`src/rtl/crc8d_pkg.sv`:
```
// package for the crc-8 packet deframer: types, codes, constants and the crc step
// used by the regs, parser and top level of the block; depends on nothing
`default_nettype none

package crc8d_pkg;

	localparam int BUF_DEPTH = 1024;
	localparam int BUF_AW    = $clog2(BUF_DEPTH);
	localparam int LEN_W     = 11;
	localparam int ADDR_W    = 4;
	localparam int DATA_W    = 32;

	localparam logic [7:0]       START_RST  = 8'd192;
	localparam logic [7:0]       KEY_RST    = 8'd140;
	localparam logic [LEN_W-1:0] MAXLEN_RST = 11'd1024;
	localparam logic [7:0]       CRC_SEED   = 8'h00;

	localparam logic CMD_PUSH = 1'b0;
	localparam logic CMD_READ = 1'b1;

	localparam logic [1:0] ERR_NONE = 2'd0;
	localparam logic [1:0] ERR_LEN  = 2'd1;
	localparam logic [1:0] ERR_HCRC = 2'd2;
	localparam logic [1:0] ERR_BCRC = 2'd3;

	localparam logic [1:0] REG_START  = 2'd0;
	localparam logic [1:0] REG_KEY    = 2'd1;
	localparam logic [1:0] REG_MAXLEN = 2'd2;

	typedef enum logic [2:0] {
		PH_IDLE  = 3'd0,
		PH_TYPE  = 3'd1,
		PH_LENLO = 3'd2,
		PH_LENHI = 3'd3,
		PH_HCRC  = 3'd4,
		PH_DATA  = 3'd5,
		PH_BCRC  = 3'd6
	} phase_t;

	typedef struct packed {
		logic [7:0]       start_byte;
		logic [7:0]       crc_key;
		logic [LEN_W-1:0] max_length;
	} cfg_t;

	typedef struct packed {
		logic             frame_ok;
		logic [1:0]       error_code;
		logic [7:0]       frame_type;
		logic [LEN_W-1:0] frame_length;
	} parse_res_t;

	typedef struct packed {
		logic              we;
		logic [BUF_AW-1:0] addr;
		logic [7:0]        data;
	} buf_wr_t;

	// reflected crc-8, one byte, lsb first
	function automatic logic [7:0] crc8_step(input logic [7:0] crc, input logic [7:0] key,
			input logic [7:0] b);
		logic [7:0] c;
		c = crc ^ b;
		for (int i = 0; i < 8; i++) begin
			if (c[0]) begin
				c = (c >> 1) ^ key;
			end else begin
				c = c >> 1;
			end
		end
		return c;
	endfunction

endpackage

`default_nettype wire

```
`src/rtl/crc8d_regs.sv`:
```
// apb-style configuration registers: start byte, crc key, max length
// depends on crc8d_pkg
`default_nettype none

module crc8d_regs (
	input  wire logic                        clk,
	input  wire logic                        arst_n,
	input  wire logic                        psel,
	input  wire logic                        penable,
	input  wire logic                        pwrite,
	input  wire logic [crc8d_pkg::ADDR_W-1:0] paddr,
	input  wire logic [crc8d_pkg::DATA_W-1:0] pwdata,
	output logic      [crc8d_pkg::DATA_W-1:0] prdata,
	output crc8d_pkg::cfg_t                  cfg
);
	import crc8d_pkg::*;

	cfg_t       cfg_q;
	logic       wr_en;
	logic [1:0] reg_idx;

	assign wr_en   = psel && penable && pwrite;
	assign reg_idx = paddr[3:2];
	assign cfg     = cfg_q;

	always_ff @(posedge clk or negedge arst_n) begin
		if (!arst_n) begin
			cfg_q.start_byte <= START_RST;
			cfg_q.crc_key    <= KEY_RST;
			cfg_q.max_length <= MAXLEN_RST;
		end else if (wr_en) begin
			case (reg_idx)
				REG_START:  cfg_q.start_byte <= pwdata[7:0];
				REG_KEY:    cfg_q.crc_key    <= pwdata[7:0];
				REG_MAXLEN: cfg_q.max_length <= pwdata[LEN_W-1:0];
				default:    ;
			endcase
		end
	end

	always_comb begin
		case (reg_idx)
			REG_START:  prdata = {24'd0, cfg_q.start_byte};
			REG_KEY:    prdata = {24'd0, cfg_q.crc_key};
			REG_MAXLEN: prdata = {{(DATA_W-LEN_W){1'b0}}, cfg_q.max_length};
			default:    prdata = '0;
		endcase
	end

endmodule

`default_nettype wire

```
`config.mk`:
```
export PLATFORM = sky130hd
export DESIGN_NAME = crc8d_regs
export DESIGN_NICKNAME = d
export VERILOG_FILES = /design/src/rtl/crc8d_pkg.sv /design/src/rtl/crc8d_regs.sv
export SDC_FILE = /design/constraint.sdc
export NUM_CORES = 1
export LEC_CHECK = 0
export BUFFER_PORTS_ARGS = -buffer_cell sky130_fd_sc_hd__buf_4
export CAP_MARGIN = 5
export CORE_MARGIN = 3
export CORE_UTILIZATION = 41
export DETAILED_ROUTE_END_ITERATION = 10
export GPL_TIMING_DRIVEN = 0
export PLACE_DENSITY = 0.8
export SETUP_SLACK_MARGIN = 0.05
export SLEW_MARGIN = 20
export SYNTH_ARGS = -nofsm -noshare
export SYNTH_HDL_FRONTEND = slang
export SYNTH_SLANG_ARGS = --single-unit
export TNS_END_PERCENT = 5
```
`constraint.sdc`:
```
create_clock -name clk -period 0.8 [get_ports clk]
set_input_delay 0.08 -clock clk [delete_from_list [all_inputs] [get_ports clk]]
set_output_delay 0.08 -clock clk [all_outputs]
set_load 0.1 [all_outputs]
```
# Word level (Yosys, flattened, before mapping)
# Cells that the tools add are included.
# op_classes
n_mux	1
n_eq_ne	2
reduce_logical	6
# ops
operator	n
case mux 11 bit (3 select lines)	1
AND reduction 2 bit	3
equality test 2 x 1 -> 1 bit, second input constant	1
equality test 2 bit, second input constant	1
logical AND 1 bit	2
logical NOT 2 bit	1
# totals
inputBits	41
ff_bits	27
word_cells	12
output_inout_bits	59

# Logic depth before layout (Yosys ltp)
# logic_depth
ltp_word	3
depth_mapped	4
mapped_depth_nobuf	3

# Worst setup path before layout
# OpenSTA, ideal clock, no wires.
# synth_timing
path_type	register to output
startpoint	register cfg_q, in the netlist cfg[0]
endpoint	output port prdata[0] in the netlist's numbering
slack_ps	-2490
n_path_buf	0
t_arrival_ps	3210
path_stages_with_launch	3
t_required_ps	720
cell_sequence	dfrtp_1 -> mux2i_1 -> o21ai_0
# synth_between
elab_chain_len	1
# synth_lines
element	line	rtl
from (decl)	crc8d_regs.sv:18	cfg_t cfg_q;
case mux 11 bit (3 select lines)	crc8d_regs.sv:42	case (reg_idx)
to (decl)	crc8d_regs.sv:13	output logic [crc8d_pkg::DATA_W-1:0] prdata,
# No other way between the ends.

# Worst setup path after layout
# layout_timing
startpoint	register cfg_q, in the netlist cfg[26]
endpoint	output port prdata[7] in the netlist's numbering
# Same word-level chain as after synthesis.

==> flow_summary_export.csv <==
group,metric,value,unit
status,outcome,"complete, but fails checks",
status,violations,"hold timing, setup timing",
worst_setup_path,cp_slowest_cell,"dfstp_4",
global_routing,overflow,0,
run,maxCapViolCount,0,
clock_network,cts_tree,"done",
worst_setup_path,cpPeakStageDelay,660,ps
worst_setup_path,worstPathRequired,720,ps
worst_setup_path,worstRegToRegCells,3,
synth,synth_top_family_by_area,"multiplexers",
power_and_ir_drop,p_total,9.13,mW
timing,rsz0062_at_grt,"true",
global_routing,grt_start_max_net_pins,28,
timing,min_period_over_period,1.84,
route,drtAntennaViolNets,0,
placement,place.gp.congestion,0.729,
synth,yosysTopAreaCell,"dfrtp_1",
floorplanning,die_area,4240,µm²
synth,synth_top_flop_cell,"dfrtp_1",
route,drc_errors,0,
hold_path,hold_class,"in2reg",
timing,max_slew_margin,0.656,
global_routing,antenna_found_initial,0,
hold_path,hp-start,"pwdata[9]",
hold_path,hold_path_end,"cfg[9]$_DFFE_PN0P_",
timing,final.setup.worst_slack,-675,ps
cells_and_area,largest_register_ffs,27,
clock_network,clock-root-buffer,"clkbuf_4",
synth,synth-compound-area-share,0.0279,
timing,setup_viol,64,
synth,yosys_warnings,0,
cells_and_area,num_antenna_cells,0,
route,wl,3820,µm
worst_setup_path,worst-path-max-fanout,2,
worst_setup_path,cp-start-kind,"flip-flop",
synth,synth_fa_ha_area_frac,0,
synth,synth_edf_count,0,
synth,synthXorXnorAreaFrac,0,
route,firstDrtPassIters,4,
route,routedWlPerCell,15.5,µm
timing,fin_skew,0,ps
timing,fin_tns_setup,-17050,ps
placement,post-dp-hpwl,2600,µm
timing,worst_pin_slew,515,ps
synth,synth-async-reset-ratio,1.00,
synth,syn_area,1430,µm²
cells_and_area,final_util,0.848,
worst_setup_path,endpoint_kind,"primary output",
placement,portBuffers,55,
hold_path,hold-path-cell-count,2,
worst_setup_path,reg2reg_slack,-300,ps
clock_network,clock_path_buffers,2,
timing,holdWs,-16.7,ps
synth,synthTopCellsByArea,"dfrtp_1, mux2_2, buf_4",
power_and_ir_drop,peakVddDrop,2.45,mV
cells_and_area,synthToLayoutAreaGrowth,89.4,%
timing,max_freq,678,MHz
synth,synth-seq-area-share,0.476,
clock_network,cts_inserted_buffers,3,
route,vias,1117,
timing,hold_viol,13,
synth,synth.area.mux_share,0.289,
floorplanning,ios,100,
synth,ys_ff_latch,27,
synth,postSynthAreaPerCell,12.6,µm²
worst_setup_path,worstReg2RegStart,"cfg[21]$_DFFE_PN0P_",
timing,fin_crit,1480,ps
worst_setup_path,crit_chain,"mux2i_4 -> o21ai_4 -> buf_12",
synth,synth.cells.most_frequent,"buf_4, dfrtp_1, mux2_2",
cells_and_area,fin_nets,244,
global_routing,grt_pass1_wl,6200,µm
cells_and_area,layout-drive-gt1-share,0.792,
floorplanning,die_w,65.1,µm
global_routing,gr-usage-all-layers,0.191,
route,via_per_inst,4.54,
worst_setup_path,path_depth,3,
clock_network,cts_max_level,1,
synth,yosysMostFrequentCell,"buf_4",
worst_setup_path,r2r-end,"cfg[21]$_DFFE_PN0P_",
cells_and_area,fill_cells,183,
synth,syn_inst,114,
timing,maxSlewViolCount,0,
worst_setup_path,critical_path_class,"reg2out",
clock_network,cts.sinks,27,
clock_network,clkSlewWorstSetupHoldPaths,140,ps
clock_network,clkLatencyLatePin,320,ps
synth,yosysUniqueCellTypes,19,
synth,yosys.area_share.simple,0.0724,
floorplanning,core-area,3200,µm²
floorplanning,row_count,20,
floorplanning,initial_core_util,0.448,
worst_setup_path,arrival,1400,ps
power_and_ir_drop,p_per_area,3360,nW/µm²
worst_setup_path,critPathBufInv,1,
global_routing,grt_pass1_vias,1210,
power_and_ir_drop,power.leakage,1.24,nW
floorplanning,die_h,65.1,µm
synth,yosys.area.top_type_share,0.366,
route,drt_iter0_markers,27,
worst_setup_path,cp_top_family,"flip-flops",
-- per-layer routing --
layer	global-route usage	part of all wire	vias up
met5	0	0	-
met4	0.0544	0.0050	0
met3	0.0274	0.062	2
met2	0.326	0.52	47
met1	0.255	0.41	547
li1	-	-	521
-- final cells by class --
class,count,area (µm²),share of cell area
plain buffers,26,210,0.0774
clock buffers,4,26.3,0.00968
multi-input cells,81,800,0.294
flip-flops and latches,27,723,0.266
well taps,44,55.1,0.0203
repair buffers,64,901,0.332
-- report_power, final --
group          switching, mW  internal, mW
combinational           4.15          2.12
sequential             0.438          1.82
clock                  0.405         0.195
-- worst max path at each step --
stage	startpoint	to	slack (ps)
2_1_floorplan	cfg[25]$_DFFE_PN1P_	prdata[6]	-770
3_3_place_gp	paddr[2]	cfg[21]$_DFFE_PN0P_	-1030
3_5_place_dp	paddr[2]	cfg[24]$_DFFE_PN0P_	-880
4_1_cts	cfg[25]$_DFFE_PN1P_	prdata[6]	-680
5_1_grt	cfg[25]$_DFFE_PN1P_	prdata[6]	-720
6_report	cfg[26]$_DFFE_PN1P_	prdata[7]	-680
-- cells in the final DEF (no fill, tap or decap), drive strengths merged --
cell         synthesis  final
nand2                8      8
dfstp                6      6
and2                 3      3
buf                 25     85
o21ai                8      8
nor3                 1      1
dfrtp               21     21
nor3b                1      1
mux2i                8      8
nand3                1      1
mux2                27     27
or3b                 1      1
nor2b                2      2
conb                 1     21
clkbuf               1      6
dlygate4sd3          0      3
-- through the flow --
stage	setup slack [ps]	hold slack [ps]	cells	cell area (µm²)
floorplan	-771	-216	134	1690
global placement	-1030	9.70	233	2160
detailed placement	-881	11.9	233	2160
CTS	-679	-25.3	243	2660
global route	-718	-26.0	246	2720
finish	-675	-16.7	246	2720
-- cell families after synthesis --
logic type	count (synthesis)
DFF	27
other	1
muxes	35
and+or+nand+nor	17
AOI/OAI and AO/OA	8
buffers and inverters	26
-- repair_timing --
| action | in CTS | in global routing |
|---|---|---|
| gates resized for setup | 103 | 11 |
| pin swaps | 4 | 2 |
| hold buffers | 2 | 1 |
| buffers inserted | 4 | 2 |
| endpoints found under the setup margin | 65 | 65 |
| endpoints found under the hold margin | 51 | 20 |
No activity file was read; power rests on OpenSTA's default activity.
