File: src/rtl/crc8d_pkg.sv
// package for the crc-8 packet deframer: types, codes, constants and the crc step
// used by the regs, parser and top level of the block; depends on nothing
`default_nettype none

package crc8d_pkg;

	localparam int BUF_DEPTH = 1024;
	localparam int BUF_AW    = $clog2(BUF_DEPTH);
	localparam int LEN_W     = 11;
	localparam int ADDR_W    = 4;
	localparam int DATA_W    = 32;

	localparam logic [7:0]       START_RST  = 8'd192;
	localparam logic [7:0]       KEY_RST    = 8'd140;
	localparam logic [LEN_W-1:0] MAXLEN_RST = 11'd1024;
	localparam logic [7:0]       CRC_SEED   = 8'h00;

	localparam logic CMD_PUSH = 1'b0;
	localparam logic CMD_READ = 1'b1;

	localparam logic [1:0] ERR_NONE = 2'd0;
	localparam logic [1:0] ERR_LEN  = 2'd1;
	localparam logic [1:0] ERR_HCRC = 2'd2;
	localparam logic [1:0] ERR_BCRC = 2'd3;

	localparam logic [1:0] REG_START  = 2'd0;
	localparam logic [1:0] REG_KEY    = 2'd1;
	localparam logic [1:0] REG_MAXLEN = 2'd2;

	typedef enum logic [2:0] {
		PH_IDLE  = 3'd0,
		PH_TYPE  = 3'd1,
		PH_LENLO = 3'd2,
		PH_LENHI = 3'd3,
		PH_HCRC  = 3'd4,
		PH_DATA  = 3'd5,
		PH_BCRC  = 3'd6
	} phase_t;

	typedef struct packed {
		logic [7:0]       start_byte;
		logic [7:0]       crc_key;
		logic [LEN_W-1:0] max_length;
	} cfg_t;

	typedef struct packed {
		logic             frame_ok;
		logic [1:0]       error_code;
		logic [7:0]       frame_type;
		logic [LEN_W-1:0] frame_length;
	} parse_res_t;

	typedef struct packed {
		logic              we;
		logic [BUF_AW-1:0] addr;
		logic [7:0]        data;
	} buf_wr_t;

	// reflected crc-8, one byte, lsb first
	function automatic logic [7:0] crc8_step(input logic [7:0] crc, input logic [7:0] key,
			input logic [7:0] b);
		logic [7:0] c;
		c = crc ^ b;
		for (int i = 0; i < 8; i++) begin
			if (c[0]) begin
				c = (c >> 1) ^ key;
			end else begin
				c = c >> 1;
			end
		end
		return c;
	endfunction

endpackage

`default_nettype wire

File: src/rtl/crc8d_parser.sv
// frame parser: phase machine, header and body crc, payload write requests
// depends on crc8d_pkg
`default_nettype none

module crc8d_parser (
	input  wire logic          clk,
	input  wire logic          arst_n,
	input  wire logic          step,
	input  wire logic [7:0]    byte_in,
	input  wire crc8d_pkg::cfg_t cfg,
	output crc8d_pkg::parse_res_t res,
	output crc8d_pkg::buf_wr_t    wr
);
	import crc8d_pkg::*;

	phase_t           phase_q, phase_d;
	logic [7:0]       type_q, type_d;
	logic [LEN_W-1:0] length_q, length_d;
	logic [LEN_W-1:0] count_q, count_d;
	logic [7:0]       crc_q, crc_d;
	logic [7:0]       crc_next;
	logic [15:0]      full_len;
	logic [LEN_W-1:0] count_inc;
	logic             ok;
	logic [1:0]       err;

	// the type byte restarts the crc from the seed
	assign crc_next  = crc8_step((phase_q == PH_TYPE) ? CRC_SEED : crc_q, cfg.crc_key, byte_in);
	assign full_len  = {byte_in, count_q[7:0]};
	assign count_inc = count_q + LEN_W'(1);

	always_comb begin
		phase_d  = phase_q;
		type_d   = type_q;
		length_d = length_q;
		count_d  = count_q;
		crc_d    = crc_q;
		if (step) begin
			case (phase_q)
				PH_TYPE: begin
					type_d  = byte_in;
					crc_d   = crc_next;
					phase_d = PH_LENLO;
				end
				PH_LENLO: begin
					count_d = {3'd0, byte_in};
					crc_d   = crc_next;
					phase_d = PH_LENHI;
				end
				PH_LENHI: begin
					if (full_len > {5'd0, cfg.max_length}) begin
						phase_d = PH_IDLE;
					end else begin
						length_d = full_len[LEN_W-1:0];
						count_d  = '0;
						crc_d    = crc_next;
						phase_d  = PH_HCRC;
					end
				end
				PH_HCRC: begin
					if (crc_q == byte_in) begin
						phase_d = (length_q != '0) ? PH_DATA : PH_BCRC;
					end else begin
						phase_d = PH_IDLE;
					end
				end
				PH_DATA: begin
					crc_d   = crc_next;
					count_d = count_inc;
					if (count_inc >= length_q) begin
						phase_d = PH_BCRC;
					end
				end
				PH_BCRC: begin
					phase_d = PH_IDLE;
				end
				default: begin
					// idle and the unused code both hunt for the start byte
					phase_d = (byte_in == cfg.start_byte) ? PH_TYPE : PH_IDLE;
				end
			endcase
		end
	end

	always_comb begin
		ok      = 1'b0;
		err     = ERR_NONE;
		wr.we   = 1'b0;
		wr.addr = count_q[BUF_AW-1:0];
		wr.data = byte_in;
		if (step) begin
			case (phase_q)
				PH_LENHI: begin
					if (full_len > {5'd0, cfg.max_length}) begin
						err = ERR_LEN;
					end
				end
				PH_HCRC: begin
					if (crc_q != byte_in) begin
						err = ERR_HCRC;
					end
				end
				PH_DATA: begin
					// bytes past the end of the buffer still feed the crc
					wr.we = (32'(count_q) < BUF_DEPTH);
				end
				PH_BCRC: begin
					if (crc_q == byte_in) begin
						ok = 1'b1;
					end else begin
						err = ERR_BCRC;
					end
				end
				default: ;
			endcase
		end
	end

	assign res.frame_ok     = ok;
	assign res.error_code   = err;
	assign res.frame_type   = type_d;
	assign res.frame_length = length_d;

	always_ff @(posedge clk or negedge arst_n) begin
		if (!arst_n) begin
			phase_q  <= PH_IDLE;
			type_q   <= '0;
			length_q <= '0;
			count_q  <= '0;
			crc_q    <= '0;
		end else begin
			phase_q  <= phase_d;
			type_q   <= type_d;
			length_q <= length_d;
			count_q  <= count_d;
			crc_q    <= crc_d;
		end
	end

endmodule

`default_nettype wire

File: config.mk
export PLATFORM = sky130hd
export DESIGN_NAME = crc8d_parser
export DESIGN_NICKNAME = d
export VERILOG_FILES = /design/src/rtl/crc8d_pkg.sv /design/src/rtl/crc8d_parser.sv
export SDC_FILE = /design/constraint.sdc
export NUM_CORES = 1
export LEC_CHECK = 0
export BUFFER_PORTS_ARGS = -buffer_cell sky130_fd_sc_hd__buf_4
export CORE_ASPECT_RATIO = 0.7
export CORE_MARGIN = 3
export CORE_UTILIZATION = 55
export DETAILED_ROUTE_END_ITERATION = 16
export GPL_TIMING_DRIVEN = 1
export HOLD_SLACK_MARGIN = 0.1
export PLACE_DENSITY_LB_ADDON = 0.2
export SLEW_MARGIN = 30
export SYNTH_ARGS = -nofsm -noshare
export SYNTH_HDL_FRONTEND = slang
export SYNTH_SLANG_ARGS = --single-unit
File: constraint.sdc
create_clock -name clk -period 12.3 [get_ports clk]
set_input_delay 0 -clock clk [delete_from_list [all_inputs] [get_ports clk]]
set_output_delay 0 -clock clk [all_outputs]
set_load 0.005 [all_outputs]
# Word-level counts from Yosys, hierarchy flattened
# Index checks and enable logic that the tools add are counted.
# word_totals
register_bits,41
in_bits,38
# op_classes
n_mux,34
order_cmp,3
bitwise,9
reduce_logical,7
addsub,1
n_eq_ne,11
# ops
operator,n
$mux 8,12
$xor 7x8->8,8
$mux 11,4
$pmux 11 s3,1
$pmux 3 s6,1
$eq 8x8->1,2
$gt 16x11->1,1
$pmux 8 s2,1
$add 11x1->11 const B,1
$ge 11x11->1,1
$lt 11x11->1 const B,1
$reduce_bool 11->1,1
$eq 3x3->1 const B,3
$mux 3,3
$mux 2,4
$ne 8x8->1,1
$xor 8x8->8,1
$mux 1,7
$eq 3x2->1 const B,2
$pmux 2 s3,1
$reduce_and 3->1,2
$ne 2x2->1 const B,2
$eq 3x1->1 const B,1
$reduce_bool 3->1,1
3 further kinds,3

# Depth between registers and ports, before layout
# Gate-level depths: netlist of the first run.
# depth
word_depth,21
depth_mapped,18

# Worst setup path after synthesis of the first run
# No wires, ideal clock.
# synth_path
path_kind,reg-to-reg
start,reg phase_q[1]
end,reg crc_q[1]
period_less_slack_ns,4.201
arrival_ns,4.049
setup_slack_ns,8.099
path_buffers,4
setup_ns,0.152
required_ns,12.148
stages_incl_launch_ff,18
cell_sequence,dfrtp_1 > buf_6 > or3b_1 > buf_2 > a221oi_2 > a221o_1 > nor3_1 > or2_1 > buf_4 > and2_2 > xnor3_1 > a211o_1 > and4_4 > or4_4 > and2_4 > buf_6 > a211oi_1 > o31ai_1
# synth_between
elab_chain_len,20
elab_cells_between_ends,28
# synth_rtl
element,line_no,text
from (decl),crc8d_parser.sv:16,"phase_t phase_q, phase_d;"
from (signal assigned),crc8d_parser.sv:132,phase_q <= phase_d;
$eq 3x1->1,"crc8d_parser.sv:28, crc8d_parser.sv:39",
$mux 8,crc8d_parser.sv:28,"assign crc_next = crc8_step((phase_q == PH_TYPE) ? CRC_SEED : crc_q, cfg.crc_key, byte_in);"
$xor 8x8->8,crc8d_pkg.sv:63,c = crc ^ b;
$xor 7x8->8,crc8d_pkg.sv:66,c = (c >> 1) ^ key;
$mux 8,crc8d_pkg.sv:65,if (c[0]) begin
$mux 8 / $xor 7x8->8 (equally long branches),"crc8d_pkg.sv:65, crc8d_pkg.sv:66",
$xor 7x8->8 / $mux 8 (equally long branches),"crc8d_pkg.sv:66, crc8d_pkg.sv:65",
$mux 8 / $xor 7x8->8 (equally long branches),"crc8d_pkg.sv:65, crc8d_pkg.sv:66",
[... 4 more ...],n/a,
$xor 7x8->8 / $mux 8 (equally long branches),"crc8d_pkg.sv:66, crc8d_pkg.sv:65",
$mux 8 / $xor 7x8->8 (equally long branches),"crc8d_pkg.sv:65, crc8d_pkg.sv:66",
$xor 7x8->8 / $mux 8 (equally long branches),"crc8d_pkg.sv:66, crc8d_pkg.sv:65",
$mux 8 / $xor 7x8->8 (equally long branches),"crc8d_pkg.sv:65, crc8d_pkg.sv:66",
$xor 7x8->8 / $mux 8 (equally long branches),"crc8d_pkg.sv:66, crc8d_pkg.sv:65",
$mux 8,crc8d_pkg.sv:65,
$mux 8,crc8d_parser.sv:51,"if (full_len > {5'd0, cfg.max_length}) begin"
$pmux 8 s2,crc8d_parser.sv:39,case (phase_q)
to (signal assigned),crc8d_parser.sv:136,crc_q <= crc_d;
to (decl),crc8d_parser.sv:20,"logic [7:0] crc_q, crc_d;"
# Parallel ways exist; a longest one is shown, timed or not. The select of a mux whose other input is x is not followed.
# A chain may end at the register's enable or synchronous reset.

# Worst setup path after layout of the first run
# layout_path
start,reg phase_q[0]
end,reg crc_q[3]
# layout_between
elab_chain_len,20
elab_cells_between_ends,28
# layout_rtl
element,line_no
$eq 3x1->1,"crc8d_parser.sv:28, crc8d_parser.sv:39"
$mux 8,crc8d_parser.sv:28
$xor 8x8->8,crc8d_pkg.sv:63
$xor 7x8->8,crc8d_pkg.sv:66
$mux 8,crc8d_pkg.sv:65
$xor 7x8->8,crc8d_pkg.sv:66
$mux 8,crc8d_pkg.sv:65
$xor 7x8->8,crc8d_pkg.sv:66
[... 4 more ...],n/a
$xor 7x8->8 / $mux 8 (equally long branches),"crc8d_pkg.sv:66, crc8d_pkg.sv:65"
$mux 8 / $xor 7x8->8 (equally long branches),"crc8d_pkg.sv:65, crc8d_pkg.sv:66"
$xor 7x8->8 / $mux 8 (equally long branches),"crc8d_pkg.sv:66, crc8d_pkg.sv:65"
$mux 8 / $xor 7x8->8 (equally long branches),"crc8d_pkg.sv:65, crc8d_pkg.sv:66"
$xor 7x8->8 / $mux 8 (equally long branches),"crc8d_pkg.sv:66, crc8d_pkg.sv:65"
$mux 8,crc8d_pkg.sv:65
$mux 8,crc8d_parser.sv:51
$pmux 8 s2,crc8d_parser.sv:39
# Parallel ways exist; a longest one is shown, timed or not. The select of a mux whose other input is x is not followed.

==> results.json, run 1 <==
{
  "rsz0062_at_grt": "no",
  "io_pins": 79,
  "path_depth": 13,
  "synth_edf_count": 0,
  "htreeDepth": 2,
  "fp.dieW_um": 114,
  "hold_buffers": 10,
  "synth_top_area_share_pct": 22.8,
  "io_buffer_count": 78,
  "grt_use_total_pct": 28.6,
  "num-nets-final": 665,
  "synth_flop_cell": "dfrtp_1",
  "p_int_uw": 825,
  "holdPathEnd": "length_q[10]$_DFF_PN0_",
  "cp-start-kind": "flop",
  "layout.cells.most_common_list": "78 x buf_4, 72 x nand2_1, 41 x dfrtp_1, 35 x o21ai_0, 32 x a21oi_1",
  "setup_viol": 0,
  "pwr-share-clk_pct": 8.8,
  "p_sw_share_pct": 46.4,
  "hold-path-cell-count": 2,
  "layout_commonest_cell": "buf_4",
  "ir_drop_mv": 0.253,
  "grt_util_met1_pct": 40.9,
  "ys_async_sr_fraction_pct": 100,
  "grt_pass1_vias": 4170,
  "via_per_inst": 6.33,
  "postSynthCellCount": 560,
  "cp.arrival_ps": 5010,
  "p_sw_uw": 713,
  "layout-drive-gt1-share_pct": 19.5,
  "whs_ps": 102,
  "core_um2": 7610,
  "dr.pass1.iters": 5,
  "crit_type": "flop to flop",
  "synth_nets": 621,
  "hold_viol": 0,
  "ys.warnings.count": 0,
  "gr-total-overflow": 0,
  "path_cells": "nor3b_4, o211ai_2, a221o_1, nor3_1, or2_1, and2_2, xnor3_1, a211o_1, a2111oi_0, o31ai_1, nand3_1, xor3_1, o21ai_1",
  "synth_area_leader_cell": "dfrtp_1",
  "crit_required_ps": 12510,
  "max_freq_mhz": 208,
  "p_seq_share_pct": 16.2,
  "grt_use_met2_pct": 43.8,
  "post-route-cell-area_um2": 5170,
  "clk_pin_slew_ps": 60,
  "finalCritPeriodShare_pct": 39.1,
  "ys_types": 71,
  "area_growth_pct": 14.9,
  "hp-start": "byte_in[2]",
  "syn-cell-area_um2": 4500,
  "cp_slowest_cell": "dfrtp_1",
  "dieArea_um2": 9320,
  "drtIter0Drc": 402,
  "grt_pass1_wl_mm": 21.1,
  "dp_cells": 685,
  "startpoint": "phase_q[0]$_DFFE_PN0P_",
  "drv_cap": 0,
  "drcViolationCount": 0,
  "rr_worst_depth": 13,
  "period_minus_slack_ps": 4810,
  "antenna_found_initial": 0,
  "num_rows": 26,
  "cts.sinks": 41,
  "wl_mm": 13.0,
  "die_h_um": 81.7,
  "synth-seq-cells": 41,
  "worst-path-buf-inv": 0,
  "worst_pin_slew_ps": 748,
  "tns_ps": 0,
  "diodes": 0,
  "critPathTopFamily": "compound AO/OA/AOI/OAI gates",
  "clock_path_buffers": 2,
  "cpPeakStageDelay_ps": 600,
  "end_kind": "flop",
  "start_util_pct": 59.1,
  "met3_usage_pct": 7.14,
  "gp_congestion": 0.934,
  "max_slew_margin_pct": 49.8,
  "hold_path_class": "primary input to flop",
  "cts_tree": "yes",
  "power_density_nw_per_um2": 297,
  "fillers": 623,
  "busiest_layer": "met2",
  "vias": 4446,
  "postCtsSetupRepairBufs": 0,
  "r2r_start": "phase_q[0]$_DFFE_PN0P_",
  "ctsResizeCount": 0,
  "wl_per_cell_um": 18.5,
  "slew_viol_final": 0,
  "cts_root_buf": "clkbuf_16",
  "comb_power_share_pct": 75.0,
  "hpwl_mm": 9.80,
  "fin_cells": 702,
  "insertion_delay_ps": 290,
  "reg2reg_slack_ps": 7490,
  "numCtsBuffers": 5,
  "drtAntennaViolNets": 0,
  "run_status": "complete, no violations",
  "fin_worst_skew_ps": 4.73,
  "total_leakage_power_nw": 2.43,
  "placed_area_um2": 4920,
  "synth_top_cells_by_area": "dfrtp_1 23%, ha_1 6.4%, nand2_1 6.0%, xnor2_1 4.9%, mux2_2 4.5%",
  "path_max_fanout": 17,
  "grt_max_degree": 42,
  "syn_avg_cell_area_um2": 8.03,
  "synth_seq_area_share_pct": 22.8,
  "reg2reg_to": "crc_q[3]$_DFFE_PN0P_"
}
==> worst register-to-register path: stages, from the launching register on <==
cell and delay (ps):
dfrtp_1 600, nor3b_4 420, o211ai_2 340, a221o_1 420, nor3_1 240, or2_1 300, and2_2 200, xnor3_1 330
a211o_1 390, a2111oi_0 590, o31ai_1 220, nand3_1 130, xor3_1 410, o21ai_1 150
==> worst max path at each step <==
stage	end	slack [ps]
after floorplan	crc_q[1]$_DFFE_PN0P_	8100
after global placement	crc_q[2]$_DFFE_PN0P_	7860
after detailed placement	crc_q[3]$_DFFE_PN0P_	7650
after CTS	crc_q[3]$_DFFE_PN0P_	7640
after global routing	crc_q[1]$_DFFE_PN0P_	7290
final	crc_q[3]$_DFFE_PN0P_	7490
==> power groups by stage <==
stage          clock [mW]  combinational (mW)  sequential [mW]
5_1_grt             0.142                1.26            0.255
3_3_place_gp            0                1.10            0.244
3_5_place_dp            0                1.13            0.247
2_1_floorplan           0               0.965            0.214
6_report            0.135                1.15            0.250
4_1_cts             0.135                1.14            0.246
==> cells in the mapped netlist (all sizes together) (7+ instances only) <==
master,instances
nor3,12
and3,11
nand2b,7
buf,26
dfrtp,41
xnor3,8
ha,23
inv,29
o21ai,40
nor2b,7
xor2,23
a21oi,32
a31oi,7
clkbuf,25
nor2,30
mux2,18
nand2,72
nor4,8
o21a,10
xnor2,25
nand3,22
==> stage by stage <==
step | utilization (%) | total power [mW] | setup WS, ps
3_3_place_gp | 64.7 | 1.34 | 7860
4_1_cts | 67.9 | 1.52 | 7640
2_1_floorplan | - | 1.18 | 8100
3_5_place_dp | 64.7 | 1.37 | 7650
6_report | 67.9 | 1.54 | 7490
5_1_grt | 67.9 | 1.66 | 7290
==> final cells by class <==
class                      count  area (µm²)  area share, %
inverter                      29         109           2.11
sequential                    41        1030           19.8
tap                           98         123           2.37
multi-input combinational    439        3080           59.6
clock inverter                 1        7.51          0.145
timing repair buffer          88         686           13.3
clock buffer                   6         139           2.69
==> kinds of logic (layout without fill, tap and decap cells) <==
family | count (synthesis) | after routing | synth area share (%)
simple gates | 198 | 198 | 22.1
compound gates | 142 | 142 | 21.3
buf+inv | 80 | 124 | 8.76
xor+xnor | 57 | 57 | 13.9
flops | 41 | 41 | 22.8
fa+ha+maj | 23 | 23 | 6.40
mux | 19 | 19 | 4.73
==> per-layer routing <==
metal | up-vias | wire (µm)
met5 | - | 0
met4 | 0 | 117
met3 | 16 | 1490
met2 | 265 | 5390
met1 | 2094 | 5950
li1 | 2071 | -
==> flip-flops by register name, indices dropped and copies added, names as in the netlist <==
name,cells
count_q,11
crc_q,8
length_q,11
phase_q,3
type_q,8
(Power assumes the default switching activity.)
==> run 2, diff against run 1 <==
==> constraint.sdc (replaced) <==
create_clock -name clk -period 4.6 [get_ports clk]
set_input_delay 0 -clock clk [delete_from_list [all_inputs] [get_ports clk]]
set_output_delay 0 -clock clk [all_outputs]
set_load 0.005 [all_outputs]
==> run 2 against run 1 <==
Net effect:
- fmax is 9.6% higher
- register-to-register slack worse by 7300 ps
- non-clock buffer count is 4 higher
- power grew to 2.7 times the previous value
- cell count is 0.71% higher
- global-route usage is 0.39 points higher
==> results.json, run 2 (synthesized netlist as in run 1, its figures left out) <==
{
  "run_status": "complete, no violations",
  "crit_type": "flop to flop",
  "worst_pin_slew_ps": 854,
  "path_cells": "nor3b_4, o211ai_4, a221o_1, nor3_1, or2_1, and2_2, xnor3_1, a211o_1, and4_4, or4_4, and2_4, a211o_1, a31oi_1",
  "reg2reg_slack_ps": 210,
  "dr.pass1.iters": 5,
  "clk_pin_slew_ps": 70,
  "wl_mm": 13.4,
  "ir_drop_mv": 0.610,
  "dieArea_um2": 9320,
  "start_util_pct": 59.1,
  "hold_viol": 0,
  "hold_path_class": "primary input to flop",
  "reg2reg_to": "crc_q[2]$_DFFE_PN0P_",
  "grt_pass1_vias": 4173,
  "io_pins": 79,
  "cpPeakStageDelay_ps": 550,
  "io_buffer_count": 78,
  "max_freq_mhz": 228,
  "cts_tree": "yes",
  "clock_path_buffers": 2,
  "tns_ps": 0,
  "diodes": 0,
  "fin_cells": 707,
  "cp_slowest_cell": "or4_4",
  "cp.arrival_ps": 4600,
  "hold-path-cell-count": 2,
  "power_density_nw_per_um2": 805,
  "worst-path-buf-inv": 0,
  "vias": 4495,
  "dp_cells": 689,
  "r2r_start": "phase_q[2]$_DFFE_PN0P_",
  "num-nets-final": 669,
  "via_per_inst": 6.36,
  "postCtsSetupRepairBufs": 0,
  "setup_viol": 0,
  "drv_cap": 0,
  "drtAntennaViolNets": 0,
  "gp_congestion": 0.951,
  "gr-total-overflow": 0,
  "slew_viol_final": 0,
  "layout_commonest_cell": "buf_4",
  "hpwl_mm": 10.1,
  "drcViolationCount": 0,
  "max_slew_margin_pct": 42.5,
  "antenna_found_initial": 0,
  "area_growth_pct": 16.5,
  "cp_common_cell": "a211o_1",
  "htreeDepth": 2,
  "top_regs": "count_q: 11 flops, length_q: 11 flops",
  "path_max_fanout": 17,
  "layout.cells.most_common_list": "82 x buf_4, 72 x nand2_1, 41 x dfrtp_1, 36 x o21ai_0, 32 x a21oi_1",
  "grt_use_total_pct": 29.0,
  "critPathTopFamily": "simple AND/OR/NAND/NOR gates",
  "cp-start-kind": "flop",
  "die_h_um": 81.7,
  "finalCritPeriodShare_pct": 95.4,
  "total_leakage_power_nw": 2.45,
  "grt_max_degree": 42,
  "num_rows": 26,
  "fin_worst_skew_ps": 6.58,
  "rr_worst_depth": 13,
  "insertion_delay_ps": 290,
  "cts.sinks": 41,
  "layout-drive-gt1-share_pct": 20.7,
  "fp.dieW_um": 114,
  "period_minus_slack_ps": 4390,
  "hp-start": "byte_in[0]",
  "cts_root_buf": "clkbuf_16",
  "crit_required_ps": 4820,
  "holdPathEnd": "type_q[0]$_DFF_PN0_",
  "end_kind": "flop",
  "numCtsBuffers": 5,
  "grt_pass1_wl_mm": 21.2,
  "drtIter0Drc": 458,
  "wl_per_cell_um": 18.9,
  "core_um2": 7610
}
-- run 2: per-stage QoR --
stage / utilization, % / worst slack (ps) / hold WS, ps / power, mW / cell area [µm²]
2_1_floorplan: - / 399 / -296 / 3.15 / 4500
6_report: 68.9 / 213 / 103 / 4.22 / 5240
3_3_place_gp: 65.1 / 331 / 15.1 / 3.63 / 4950
3_5_place_dp: 65.1 / 216 / 11.3 / 3.72 / 4950
5_1_grt: 68.9 / -7.49 / 119 / 4.51 / 5240
4_1_cts: 68.3 / 197 / 103 / 4.10 / 5200
-- run 2: worst max-delay path by stage --
| stage | cells after the start | from | slack [ps] | end |
|---|---|---|---|---|
| finish | 13 | phase_q[2]$_DFFE_PN0P_ | 210 | crc_q[2]$_DFFE_PN0P_ |
| global route | 13 | phase_q[1]$_DFFE_PN0P_ | -7 | crc_q[5]$_DFFE_PN0P_ |
| CTS | 13 | phase_q[1]$_DFFE_PN0P_ | 200 | crc_q[2]$_DFFE_PN0P_ |
| detailed placement | 13 | phase_q[1]$_DFFE_PN0P_ | 220 | crc_q[2]$_DFFE_PN0P_ |
| global placement | 13 | phase_q[0]$_DFFE_PN0P_ | 330 | crc_q[2]$_DFFE_PN0P_ |
| floorplan | 17 | phase_q[1]$_DFFE_PN0P_ | 400 | crc_q[1]$_DFFE_PN0P_ |
-- run 2: repair_timing --
action                                  in CTS  in global routing
endpoints found under the setup margin       0                  7
hold buffers                                10                  0
hold endpoints to repair                    54                  0
gates resized for setup                      0                  8
-- run 2: where the power goes --
group / switching (mW) / internal [mW] / leakage, nW
clock: 0.158 / 0.202 / 0.0702
combinational: 1.65 / 1.56 / 1.85
sequential: 0.163 / 0.483 / 0.523
-- run 2: routing by layer --
metal,GRT usage [%],up-vias,share of wire (%)
met2,42.8,246,41
li1,-,2091,-
met4,6.29,0,0.82
met3,7.00,13,12
met5,0,-,0
met1,42.8,2145,45
-- run 2: area by class of cell --
type | count | area (µm²)
clock buffer | 5 | 125
clock inverter | 3 | 21.3
fill | 633 | 2370
inverter | 29 | 109
multi-input combinational | 439 | 3120
sequential | 41 | 1030
tap | 98 | 123
timing repair buffer | 92 | 716
-- run 2: worst reg2reg max path, cell delays in order, from the launching register on --
cell and delay (ps):
dfrtp_1 440, nor3b_4 450, o211ai_4 240, a221o_1 380
nor3_1 230, or2_1 270, and2_2 190, xnor3_1 330
a211o_1 380, and4_4 200, or4_4 550, and2_4 220
a211o_1 290, a31oi_1 150
